**src/rtl/y2r_pkg.sv**
```systemverilog
// Shared types and constants for the YUYV to RGB converter.
`timescale 1ns / 1ps
`default_nettype none

package y2r_pkg;

  // Line store geometry: one 32-bit YUYV word per column.
  localparam int unsigned MaxLineWidth = 2048;
  localparam int unsigned StoreDepth   = MaxLineWidth / 2;
  localparam int unsigned ColW         = $clog2(StoreDepth);
  localparam int unsigned WordsW       = ColW + 1;

  // Configuration register widths.
  localparam int unsigned LineWidthW   = 12;
  localparam int unsigned FrameHeightW = 11;
  localparam int unsigned AlphaW       = 8;
  localparam int unsigned CfgDataW     = 12;
  localparam int unsigned CfgIndexW    = 2;

  // Configuration reset values.
  localparam logic [LineWidthW-1:0]   LineWidthRst   = LineWidthW'(640);
  localparam logic [FrameHeightW-1:0] FrameHeightRst = FrameHeightW'(480);
  localparam logic [AlphaW-1:0]       AlphaRst       = 8'hFF;

  localparam logic [LineWidthW-1:0] LineWidthMax = LineWidthW'(MaxLineWidth);

  typedef enum logic [CfgIndexW-1:0] {
    CFG_LINE_WIDTH   = 2'd0,
    CFG_FRAME_HEIGHT = 2'd1,
    CFG_HALF_SIZE    = 2'd2,
    CFG_ALPHA        = 2'd3
  } cfg_index_e;

  // One converted pixel.
  typedef struct packed {
    logic [7:0] red;
    logic [7:0] green;
    logic [7:0] blue;
  } rgb_t;

  // Luma plus offset-removed chroma pair handed to the color matrix.
  typedef struct packed {
    logic [7:0]        luma;
    logic signed [8:0] cb;
    logic signed [8:0] cr;
  } ycc_t;

endpackage

`default_nettype wire

```
**src/rtl/y2r_color.sv**
```systemverilog
// YCbCr to RGB color matrix with per-channel clamping.
`timescale 1ns / 1ps
`default_nettype none

module y2r_color (
  input  wire y2r_pkg::ycc_t ycc_i,
  output y2r_pkg::rgb_t      rgb_o
);

  import y2r_pkg::*;

  localparam int unsigned SumW = 20;

  localparam logic signed [SumW-1:0] CoefRCr = 20'sd614;
  localparam logic signed [SumW-1:0] CoefGCb = 20'sd77;
  localparam logic signed [SumW-1:0] CoefGCr = 20'sd179;
  localparam logic signed [SumW-1:0] CoefBCb = 20'sd453;

  // Negative clamps to zero, anything at or above 256 * 256 to full scale.
  function automatic logic [7:0] clamp_channel(logic signed [SumW-1:0] s);
    logic [7:0] res;
    if (s[SumW-1]) begin
      res = 8'd0;
    end else if (|s[SumW-2:16]) begin
      res = 8'hFF;
    end else begin
      res = s[15:8];
    end
    return res;
  endfunction

  logic signed [SumW-1:0] y_s;
  logic signed [SumW-1:0] cb_s;
  logic signed [SumW-1:0] cr_s;
  logic signed [SumW-1:0] r_sum;
  logic signed [SumW-1:0] g_sum;
  logic signed [SumW-1:0] b_sum;

  assign y_s  = $signed({4'd0, ycc_i.luma, 8'd0});
  assign cb_s = SumW'(ycc_i.cb);
  assign cr_s = SumW'(ycc_i.cr);

  assign r_sum = y_s + CoefRCr * cr_s;
  assign g_sum = y_s - CoefGCb * cb_s - CoefGCr * cr_s;
  assign b_sum = y_s + CoefBCb * cb_s;

  assign rgb_o.red   = clamp_channel(r_sum);
  assign rgb_o.green = clamp_channel(g_sum);
  assign rgb_o.blue  = clamp_channel(b_sum);

endmodule

`default_nettype wire

```
**config.mk**
```make
export PLATFORM = sky130hd
export DESIGN_NAME = y2r_color
export DESIGN_NICKNAME = d
export VERILOG_FILES = /design/src/rtl/y2r_pkg.sv /design/src/rtl/y2r_color.sv
export SDC_FILE = /design/constraint.sdc
export NUM_CORES = 1
export LEC_CHECK = 0
export ABC_AREA = 0
export CORE_AREA = 2 2 119 121
export DETAILED_ROUTE_END_ITERATION = 10
export DIE_AREA = 0 0 121 123
export DONT_BUFFER_PORTS = 1
export PLACE_DENSITY = 0.66
export SLEW_MARGIN = 10
export SYNTH_ARGS = -nofsm -noshare
export SYNTH_HDL_FRONTEND = slang
export SYNTH_SLANG_ARGS = --single-unit
```
**constraint.sdc**
```tcl
create_clock -name vclk -period 12.9
set_clock_uncertainty 0.1 [all_clocks]
set_input_delay 1.29 -clock vclk [all_inputs]
set_output_delay 1.29 -clock vclk [all_outputs]
set_load 0.05 [all_outputs]
```
### Yosys cells after proc, flatten, opt, wreduce, memory -nomap -nowiden

Cells that the tools add are included.

* input bits: 26
* bits in writable memories: 0
* bits in latches: 0
* ROM bits: 0
* flip-flop bits (word level): 0
* memories kept: 0
* output and inout bits: 24
* logic and storage cells: 17

* divide/modulo/power cells: 0
* shift operators: 0
* reductions and logical operators: 3
* add/subtract/negate cells: 4
* equality and inequality tests: 0
* multiplexer cells: 6
* multiply operators: 4
* bitwise logic cells: 0
* order comparisons: 0

Operators by type and width (count)
* 2-to-1 mux 8 bit: 6
* multiplier 10 x 9 -> 19 bit (first input constant): 2
* adder 17 x 19 -> 20 bit: 1
* adder 17 x 20 -> 20 bit: 1
* subtractor 18 x 18 -> 19 bit: 1
* multiplier 9 x 9 -> 18 bit (first input constant): 1
* subtractor 17 x 17 -> 18 bit: 1
* multiplier 8 x 9 -> 17 bit (first input constant): 1
* OR reduction 3 bit: 3

### Longest topological paths before layout

* depth after elaboration: 6
* depth in mapped cells: 26
* gate-level depth less buffers: 25

### Worst setup path before layout

Ideal clock, no wire load.

* path type: input port to output port
* start: input ycc_i[3] in the netlist's numbering
* end: output rgb_o[16] in the netlist's numbering
* stages on the path: 21
* path slack: 4642 ps
* buffers on the path: 1
* arrival: 6868 ps
* data required time: 11510 ps
* path through: ha_1 -> ha_1 -> fa_1 -> fa_1 -> fa_1 -> ha_1 -> nand2_1 -> or3_4 -> nand2_1 -> and2_1 -> nor2_1 -> o21ai_0 -> xor2_1 -> ha_1 -> or3_1 -> o21ai_0 -> a211oi_1 -> a31oi_1 -> and3b_1 -> buf_2 -> a21oi_1

RTL lines
* start: declaration: RTL line y2r_color.sv:6 `input wire y2r_pkg::ycc_t ycc_i,`
* end: declaration: RTL line y2r_color.sv:7 `output y2r_pkg::rgb_t rgb_o`

==> results_dict.tcl <==
set metrics [dict create \
    fin_crit_sh 0.695 \
    cts_resized 0 \
    grt_pass1_wl_um 25900 \
    grt_pass1_vias 5483 \
    yosysTopAreaCell "ha_1" \
    status "complete, no violations" \
    hpwl_um 14000 \
    regArea_um2 0 \
    drive_gt1_frac 0.0173 \
    gp_congestion 0.923 \
    clock.fmax_mhz 112 \
    start_util 0.510 \
    muxShareOfSynthArea 0.00920 \
    track_usage 0.218 \
    synth_top_cell_area_share 0.363 \
    synth_area_per_cell_um2 9.19 \
    grt_max_degree 15 \
    vias_per_cell 5.34 \
    hold_ws_ps 3050 \
    crit_required_ps 11510 \
    tns_ps 0 \
    synthesis.nets 1080 \
    core_um2 13600 \
    cts_setup_buffers 0 \
    start_kind "primary input" \
    num_io_pins 50 \
    avgRoutedWirePerCell_um 16.2 \
    syn_inst 755 \
    synth.area.top_cells "ha_1 36%, fa_1 28%, inv_1 10%" \
    yosys.area_share.simple 0.0769 \
    nets 1079 \
    tightest_slew_ps 1130 \
    critPathKind "primary input to primary output" \
    antenna_left 0 \
    drv_slew 0 \
    synth-adder-area-share 0.645 \
    overflow 0 \
    synth_common_cells "201 x ha_1, 190 x inv_1, 98 x fa_1, 37 x a21oi_1, 28 x xnor2_1" \
    max-cap-violations 0 \
    drc 0 \
    synth_xor_area_frac 0.0529 \
    worst-path-max-fanout 11 \
    rows 43 \
    synth_cell_types 53 \
    drtPass1Iterations 4 \
    finalHoldViolations 0 \
    num_vias 4974 \
    post-synth-top-count-cell "ha_1" \
    dieWidth_um 121 \
    ys_warn_count 0 \
    rsz0062_at_grt "false" \
    crit_arrival_ps 7570 \
    endpoint_kind "primary output" \
    io_buffers 0 \
    die_y_um 123 \
    synth_top_family_by_area "adder cells" \
    seq_area_frac_synth 0 \
    setup_viol 0 \
    n_clock_buffer 0 \
    holdBufCountCts 0 \
    nFlopsAndLatches 0 \
    finalCriticalPeriod_ps 8960 \
    slew_headroom 0.248 \
    antenna_found_initial 0 \
    area_growth_syn_to_layout_pct 3.05 \
    drt_iter0_markers 220 \
    dieArea_um2 14900 \
    diodes 0 \
    hold_class "primary input to primary output" \
    drt_wl_total_um 15100 \
    synth_compound_area_frac 0.110 \
    syn_area_um2 6940 \
]
[cells by family (layout without fill, tap and decap cells)]
logic type,after synthesis,count (layout)
fa+ha+maj,299,299
buf+inv,194,191
compound gates,110,110
simple gates,105,105
xor+xnor,41,41
mux,6,6
[per-stage QoR]
stage	setup slack, ps	cells	cell area (µm²)	utilization
final	3940	932	7150	0.525
after global routing	3650	932	7150	0.525
after global placement	4080	932	7150	0.525
after detailed placement	4000	932	7150	0.525
after CTS	3990	932	7150	0.525
after floorplan	4640	755	6940	-
[cell usage in the layout (no fill, tap or decap), types with 3 or more instances in the layout]
master and instances:
nor2_1 25, o21a_1 12, a31oi_1 4, or3_1 3
a21o_1 13, fa_1 98, nand4_1 5, inv_1 190
a21oi_1 37, mux2i_1 5, a211o_1 3, and2_1 5
xor2_1 12, nor3_1 9, ha_1 201, nand2b_1 6
o21bai_1 4, xnor2_1 28, and3_1 5, a211oi_1 3
o21ai_0 18, nand3_1 11, nand2_1 24
[final timing paths]
check	start	endpoint	slack (ps)	cells after the start
setup / recovery	ycc_i[1]	rgb_o[17]	3940	22
hold / removal	ycc_i[18]	rgb_o[16]	3050	3
[cell type report]
type	count	area (µm²)
fillers	1286	6460
multi-input cells	561	6200
well taps	180	225
inverters	191	717
[per-layer routing]
layer | GRT usage | up-vias | share of wire
met5 | 0 | - | 0
met4 | 0.0516 | 0 | 0.029
met3 | 0.0106 | 30 | 0.037
met2 | 0.389 | 104 | 0.49
met1 | 0.291 | 2384 | 0.45
li1 | - | 2456 | -
[critical path, cell delays in order]
cell and delay (ps):
inv_1 20, ha_1 320, inv_1 130, fa_1 440, ha_1 340, fa_1 480
ha_1 310, ha_1 290, nand4bb_1 170, or3_4 460, nand2_1 150, and2_1 170
nor2_1 70, o21ai_0 200, xor2_1 280, ha_1 250, or3_1 120, o21ai_0 100
a211oi_1 570, nand4_1 190, and3b_1 310, a21oi_1 900
Power is left out: the tool's default activity adds up to more than one toggle a clock period on the data nets, which glitch-free logic cannot reach.
